$ cat src/hw/rtl/dfsr_pkg.sv
package dfsr_pkg;

  localparam int PAYLOAD_LEN = 12;
  localparam int IDX_W = $clog2(PAYLOAD_LEN + 1);
  localparam int WORD_W = 32;
  localparam int LOST_OUT_W = 16;
  localparam int LOST_COUNT_WIDTH_DEF = 16;

  localparam logic [7:0] HDR_BOX = 8'hB6;
  localparam logic [7:0] HDR_LASER = 8'hA5;
  localparam logic [7:0] TAIL_BOX = 8'h6B;
  localparam logic [7:0] TAIL_LASER = 8'h5A;

  typedef enum logic [1:0] {
    PH_IDLE,
    PH_PAYLOAD,
    PH_TAIL
  } phase_t;

  typedef struct packed {
    logic              laser;
    logic [WORD_W-1:0] x;
    logic [WORD_W-1:0] y;
    logic [WORD_W-1:0] k;
  } frame_t;

  typedef struct packed {
    logic   fire;
    frame_t frame;
  } evt_t;

endpackage

$ cat src/hw/rtl/dfsr_parser.sv
module dfsr_parser (
  input  logic          clk,
  input  logic          rst,
  input  logic          step,
  input  logic [7:0]    byte_in,
  output dfsr_pkg::evt_t evt
);
  import dfsr_pkg::*;

  phase_t           phase;
  phase_t           phase_next;
  logic             laser;
  logic             laser_next;
  logic [IDX_W-1:0] idx;
  logic [IDX_W-1:0] idx_next;
  logic             wr_en;
  logic             good;
  logic [7:0]       store [PAYLOAD_LEN];

  always_ff @(posedge clk) begin
    if (rst) begin
      phase <= PH_IDLE;
      laser <= 1'b0;
      idx   <= '0;
    end else begin
      phase <= phase_next;
      laser <= laser_next;
      idx   <= idx_next;
    end
  end

  always_ff @(posedge clk) begin
    if (wr_en) begin
      store[idx] <= byte_in;
    end
  end

  always_comb begin
    phase_next = phase;
    laser_next = laser;
    idx_next   = idx;
    wr_en      = 1'b0;
    good       = laser ? (byte_in == TAIL_LASER) : (byte_in == TAIL_BOX);
    evt.fire   = 1'b0;
    evt.frame.laser = laser;
    evt.frame.x = {store[3], store[2], store[1], store[0]};
    evt.frame.y = {store[7], store[6], store[5], store[4]};
    evt.frame.k = {store[11], store[10], store[9], store[8]};
    if (step) begin
      case (phase)
        PH_PAYLOAD: begin
          wr_en = (idx < IDX_W'(PAYLOAD_LEN));
          if (idx >= IDX_W'(PAYLOAD_LEN - 1)) begin
            phase_next = PH_TAIL;
            idx_next   = IDX_W'(PAYLOAD_LEN);
          end else begin
            idx_next = idx + IDX_W'(1);
          end
        end
        PH_TAIL: begin
          phase_next = PH_IDLE;
          idx_next   = '0;
          evt.fire   = good;
        end
        default: begin
          if (byte_in == HDR_BOX) begin
            laser_next = 1'b0;
            phase_next = PH_PAYLOAD;
            idx_next   = '0;
          end else if (byte_in == HDR_LASER) begin
            laser_next = 1'b1;
            phase_next = PH_PAYLOAD;
            idx_next   = '0;
          end else begin
            phase_next = PH_IDLE;
          end
        end
      endcase
    end
  end

endmodule

$ cat src/hw/rtl/dfsr_result.sv
module dfsr_result #(
  parameter int LOST_COUNT_WIDTH = dfsr_pkg::LOST_COUNT_WIDTH_DEF
) (
  input  logic                            clk,
  input  logic                            rst,
  input  dfsr_pkg::evt_t                  evt,
  input  logic                            out_ready,
  output logic                            out_valid,
  output logic                            frame_kind,
  output logic [dfsr_pkg::WORD_W-1:0]     word_first,
  output logic [dfsr_pkg::WORD_W-1:0]     word_second,
  output logic [dfsr_pkg::WORD_W-1:0]     word_third,
  output logic [dfsr_pkg::WORD_W-1:0]     previous_box_x,
  output logic [dfsr_pkg::LOST_OUT_W-1:0] lost_count
);
  import dfsr_pkg::*;

  logic [LOST_COUNT_WIDTH-1:0]            cnt;
  logic [LOST_COUNT_WIDTH-1:0]            cnt_next;
  logic [LOST_COUNT_WIDTH+LOST_OUT_W-1:0] cnt_wide;
  logic [WORD_W-1:0]                      box_x_last;
  logic                                   both_zero;
  logic                                   bump;

  // sign bit ignored for the zero test
  assign both_zero = (evt.frame.x[WORD_W-2:0] == '0) && (evt.frame.y[WORD_W-2:0] == '0);
  assign bump      = evt.fire && evt.frame.laser && both_zero && (cnt != '1);
  assign cnt_next  = bump ? cnt + LOST_COUNT_WIDTH'(1) : cnt;
  assign cnt_wide  = {{LOST_OUT_W{1'b0}}, cnt_next};

  always_ff @(posedge clk) begin
    if (rst) begin
      cnt        <= '0;
      box_x_last <= '0;
      out_valid  <= 1'b0;
    end else begin
      cnt <= cnt_next;
      if (evt.fire && !evt.frame.laser) begin
        box_x_last <= evt.frame.x;
      end
      if (evt.fire) begin
        out_valid <= 1'b1;
      end else if (out_ready) begin
        out_valid <= 1'b0;
      end
    end
  end

  always_ff @(posedge clk) begin
    if (evt.fire) begin
      frame_kind     <= evt.frame.laser;
      word_first     <= evt.frame.x;
      word_second    <= evt.frame.y;
      word_third     <= evt.frame.k;
      previous_box_x <= evt.frame.laser ? '0 : box_x_last;
      lost_count     <= cnt_wide[LOST_OUT_W-1:0];
    end
  end

endmodule

$ cat src/hw/rtl/dual_frame_serial_receiver.sv
// dual_frame_serial_receiver
// parses a serial byte stream into box and laser coordinate frames
// input channel: rx_byte with in_valid / in_ready, one byte per transfer
// output channel: one result per good frame with out_valid / out_ready,
//   carrying frame_kind, the three payload words, previous_box_x and lost_count
// a frame is a header byte, 12 payload bytes and a tail byte; a bad tail
//   drops the frame with no result
// throughput: one byte per cycle unless a result waits on out_ready, set by
//   the single parse stage that sits between the input register and the
//   result register; a tail byte passes the input register and the parse
//   stage, and its result is then offered from the result register
// reset: parser returns to idle, lost counter and stored box x clear,
//   no result is offered
// stall: while a result waits on out_ready the input register holds its byte
//   and in_ready drops once it is full; bytes are never lost
module dual_frame_serial_receiver #(
  parameter int LOST_COUNT_WIDTH = dfsr_pkg::LOST_COUNT_WIDTH_DEF
) (
  input  logic                            clk,
  input  logic                            rst,
  input  logic                            in_valid,
  output logic                            in_ready,
  input  logic [7:0]                      rx_byte,
  output logic                            out_valid,
  input  logic                            out_ready,
  output logic                            frame_kind,
  output logic [dfsr_pkg::WORD_W-1:0]     word_first,
  output logic [dfsr_pkg::WORD_W-1:0]     word_second,
  output logic [dfsr_pkg::WORD_W-1:0]     word_third,
  output logic [dfsr_pkg::WORD_W-1:0]     previous_box_x,
  output logic [dfsr_pkg::LOST_OUT_W-1:0] lost_count
);
  import dfsr_pkg::*;

  logic       hold_valid;
  logic [7:0] hold_byte;
  logic       advance;
  evt_t       evt;

  assign advance  = hold_valid && (!out_valid || out_ready);
  assign in_ready = !hold_valid || advance;

  // input register
  always_ff @(posedge clk) begin
    if (rst) begin
      hold_valid <= 1'b0;
    end else if (in_ready) begin
      hold_valid <= in_valid;
    end
  end

  always_ff @(posedge clk) begin
    if (in_ready && in_valid) begin
      hold_byte <= rx_byte;
    end
  end

  dfsr_parser u_parser (
    .clk     (clk),
    .rst     (rst),
    .step    (advance),
    .byte_in (hold_byte),
    .evt     (evt)
  );

  dfsr_result #(
    .LOST_COUNT_WIDTH (LOST_COUNT_WIDTH)
  ) u_result (
    .clk            (clk),
    .rst            (rst),
    .evt            (evt),
    .out_ready      (out_ready),
    .out_valid      (out_valid),
    .frame_kind     (frame_kind),
    .word_first     (word_first),
    .word_second    (word_second),
    .word_third     (word_third),
    .previous_box_x (previous_box_x),
    .lost_count     (lost_count)
  );

  a_fire_on_advance: assert property (@(posedge clk) disable iff (rst)
    evt.fire |-> advance)
    else $error("frame result raised without a parse step");

  a_result_from_step: assert property (@(posedge clk) disable iff (rst)
    $rose(out_valid) |-> $past(advance))
    else $error("result appeared without a parse step");

  a_hold_stall: assert property (@(posedge clk) disable iff (rst)
    hold_valid && !advance |=> hold_valid && $stable(hold_byte))
    else $error("held byte lost during stall");

  a_box_prev: assert property (@(posedge clk) disable iff (rst)
    $rose(out_valid) && frame_kind |-> previous_box_x == '0)
    else $error("laser result carries a box x");

endmodule

$ cat config.mk
export PLATFORM = sky130hd
export DESIGN_NAME = dual_frame_serial_receiver
export DESIGN_NICKNAME = d
export VERILOG_FILES = /design/src/hw/rtl/dfsr_pkg.sv /design/src/hw/rtl/dfsr_parser.sv /design/src/hw/rtl/dfsr_result.sv /design/src/hw/rtl/dual_frame_serial_receiver.sv
export SDC_FILE = /design/constraint.sdc
export NUM_CORES = 1
export LEC_CHECK = 0
export ABC_AREA = 1
export BUFFER_PORTS_ARGS = -buffer_cell sky130_fd_sc_hd__buf_4
export CAP_MARGIN = 20
export CELL_PAD_IN_SITES_DETAIL_PLACEMENT = 0
export CELL_PAD_IN_SITES_GLOBAL_PLACEMENT = 1
export CORE_MARGIN = 4
export CORE_UTILIZATION = 29
export CTS_CLUSTER_DIAMETER = 150
export DETAILED_ROUTE_END_ITERATION = 12
export PLACE_DENSITY = 0.64
export SYNTH_ARGS = -nofsm -noshare
export SYNTH_HDL_FRONTEND = slang
export SYNTH_SLANG_ARGS = --single-unit
$ cat constraint.sdc
create_clock -name clk -period 5.2 [get_ports clk]
set_clock_uncertainty 0.2 [all_clocks]
set_input_delay 0.26 -clock clk [delete_from_list [all_inputs] [get_ports clk]]
set_output_delay 0.26 -clock clk [all_outputs]
set_load 0.03 [all_outputs]
==> summary.md <==
| Metric | Value |
|---|---|
| Commonest non-fill, non-tap cell in the layout | `edfxtp_1` |
| Layout Nets | `983` |
| Layout cells sized above 1 | `27.9%` |
| RSZ-0062 raised after global routing | `false` |
| Vias per inst | `4.12` |
| Cell Int Power | `4.03 mW` |
| Gpl congestion | `0.736` |
| Die W | `202 um` |
| Max Cap Viol | `0` |
| Most frequent cells in the layout | `edfxtp_1, buf_4, nor2_1` |
| PortBufs | `158` |
| Largest net degree at the start of global routing | `80` |
| CTS Buf Count | `34` |
| Gate power share | `1.1%` |
| Reg power frac | `53.3%` |
| Period utilisation layout | `63.0%` |
| Fmax achieved | `305 MHz` |
| Die Area | `40700 sq um` |
| Starting Density | `29.6%` |
| CP Data Arrival Time | `3.43 ns` |
| Net Sw Frac | `19.7%` |
| Synth cell types | `29` |
| Worst Path Max Fanout | `64` |
| Setup TNS | `0 ns` |
| Final setup viols | `0` |
| VDD IR-drop max | `0.000213 V` |
| Run status | `complete, no violations` |
| First-pass GRT wire length | `37.2 mm` |
| Total congestion overflow | `0` |
| Chip Height | `202 um` |
| WL/cell | `16.5 um` |
| Core box area | `36900 sq um` |
| Switching power total | `0.986 mW` |
| LEAKAGE | `5.11 nW` |
| Rel. slew slack | `27.6%` |
| Worst-Margin Slew | `1.08 ns` |
| Synthesis-stage register bit count | `306` |
| Syn Nets | `780` |
| Final Max Tran Viols | `0` |
| Setup Buffers After CTS | `0` |
| Fin. Hold Viols | `0` |
| CP cell instances | `nand3b_1, nand2_1, nand2_1, nor2_4, buf_4, nand2_2, o21ai_0, a21oi_1` |
| Final core utilization | `37.8%` |
| Worst hold path type | `reg2reg` |
| Hold_ws | `0.215 ns` |
| Clk pwr share | `45.6%` |
| CTS tree | `done` |
| First DRT Iteration DRCs | `424` |
| Synthesized area | `10900 sq um` |
| Max Root-Sink Buffers | `3` |
| # DRC | `0` |
| Later-pin clock latency in the skew report | `0.51 ns` |
| Initial antenna violation count | `0` |
| YS warnings | `0` |
| Root buf cell | `clkbuf_16` |
| Mapped Avg Cell Area | `14.3 sq um` |
| Mapped Cells | `761` |
| Row count | `70` |
| Setup CP Type | `reg2reg` |
| Shortest period the worst path allows | `3.28 ns` |
| CP startpoint kind | `flip-flop` |
| Crit path capture type | `flip-flop` |
| Vias in the first global route | `6170` |
| Wl on met1 | `11.1 mm` |
| DRT Wirelength | `24.7 mm` |
| DR top layer | `met4` |
| Area Growth Syn to Fin | `28.0%` |
| Slowest stage delay, CP | `0.71 ns` |
| Boundary Pins | `159` |
| Sequential fraction of the synthesis area | `79.1%` |
| Antenna Diode Count | `0` |
| Area after DPL | `12700 sq um` |
| Met3 routed WL | `1.30 mm` |
| All-Layer GR Usage | `11.8%` |
| PD cells | `360 nW/um^2` |
| Remaining antenna violation count after routing | `0` |
| Metal2 WL | `11.8 mm` |
| Fin area | `14000 sq um` |
| Most used cell, CP | `nand2_1` |
| TritonRoute pass-1 iters | `5` |
| H-tree levels | `2` |
| CP max-delay cell | `nand2_2` |
| WP data required | `5.35 ns` |
| Reg clk slew, reported paths | `0.06 ns` |
| Vias | `6154` |
| # clock sinks | `306` |
| DPL Wire Length | `16.3 mm` |
| Design Power | `5.02 mW` |
## through the flow
step	std cells	setup WS, ns
finish	1492	1.92
global route	1492	1.47
CTS	1486	1.79
detailed placement	1412	1.82
global placement	1412	1.92
floorplan	761	0.929
## power by group through the flow
| stage | logic [mW] | clock network [mW] | registers [mW] |
|---|---|---|---|
| 2_1_floorplan | 0.0274 | 0 | 2.71 |
| 3_3_place_gp | 0.0431 | 0 | 2.73 |
| 3_5_place_dp | 0.0435 | 0 | 2.73 |
| 4_1_cts | 0.0516 | 2.37 | 2.68 |
| 5_1_grt | 0.0603 | 2.46 | 2.68 |
| 6_report | 0.0534 | 2.29 | 2.68 |
## Yosys cell counts
| cell type | number | area [sq um] |
|---|---|---|
| edfxtp_1 | 249 | 7480 |
| nor2_1 | 98 | 368 |
| inv_1 | 74 | 278 |
| nand2_1 | 73 | 274 |
| dfxtp_1 | 57 | 1140 |
| a21oi_1 | 41 | 205 |
| o21ai_0 | 35 | 175 |
| nor3_1 | 17 | 85.1 |
| clkbuf_1 | 16 | 60.1 |
| nand2_2 | 14 | 87.6 |
| nand3_1 | 14 | 70.1 |
| nand3_2 | 11 | 110 |
| a21oi_2 | 10 | 87.6 |
| ha_1 | 7 | 87.6 |
| xnor2_1 | 7 | 61.3 |
| o21ai_1 | 6 | 30.0 |
| inv_2 | 5 | 18.8 |
| nand3b_1 | 5 | 37.5 |
| xor2_1 | 5 | 43.8 |
| nor2_4 | 4 | 45.0 |
| buf_12 | 2 | 40.0 |
| buf_4 | 2 | 15.0 |
| nand2_4 | 2 | 22.5 |
| nor2_2 | 2 | 12.5 |
| nand4_1 | 1 | 6.26 |
| nand4_4 | 1 | 21.3 |
| nor2_8 | 1 | 20.0 |
| nor3_2 | 1 | 10.0 |
| or2_2 | 1 | 6.26 |
## flip-flops by register name, summed over array words and instances (netlist names), 16 cells and up
register,flops
u_parser.store,96
u_result.box_x_last,32
u_result.cnt,16
u_result.lost_count,16
u_result.previous_box_x,32
u_result.word_first,32
u_result.word_second,32
word_third,32
## path summary, 6_finish.rpt
kind	to	startpoint	slack [ns]	cells after the start
max	u_result.box_x_last[13]$_SDFFE_PP0P_	hold_byte[4]$_DFFE_PP_	1.92	8
min	word_third[10]$_DFFE_PN_	u_parser.store[9][2]$_DFFE_PP_	0.22	0
min reg2reg	word_third[10]$_DFFE_PN_	u_parser.store[9][2]$_DFFE_PP_	0.22	0
max reg2reg	u_result.box_x_last[13]$_SDFFE_PP0P_	hold_byte[4]$_DFFE_PP_	1.92	8
## kinds of logic (layout without fill, tap and decap cells)
logic type,count (synthesis),after routing,share of synthesized area [%]
AO/OA/AOI/OAI,92,92,4.57
XOR/XNOR,12,12,0.965
adder cells (fa/ha/maj),7,7,0.804
buffers and inverters,99,326,3.78
flip-flops,306,306,79.1
AND/OR/NAND/NOR,245,245,10.8
## critical path: cells and delay by family, from the launching register on
| kind | cells | cell delay (ns) |
|---|---|---|
| DFF | 1 | 0.70 |
| buffers and inverters | 1 | 0.43 |
| AOI/OAI and AO/OA | 2 | 0.46 |
| and+or+nand+nor | 5 | 1.32 |
## routing by layer
layer,vias up,global-route usage [%]
li1,3041,-
met1,2929,15.6
met2,151,19.6
met3,33,2.76
met4,0,3.22
met5,-,0
## repair_timing
item | 4_1_cts | 5_1_grt
resized for setup | 0 | 0
hold buffers | 14 | 0
hold endpoints to repair | 26 | 0
## area by class of cell
type	instances	area (sq um)
Timing Repair Buffer	187	1450
Tap cell	504	631
Clock inverter	13	114
Multi-Input combinational cell	356	1870
Fill cell	3522	22900
Sequential cell	306	8620
Clock buffer	47	971
Inverter	79	297
(Power assumes the default switching activity.)
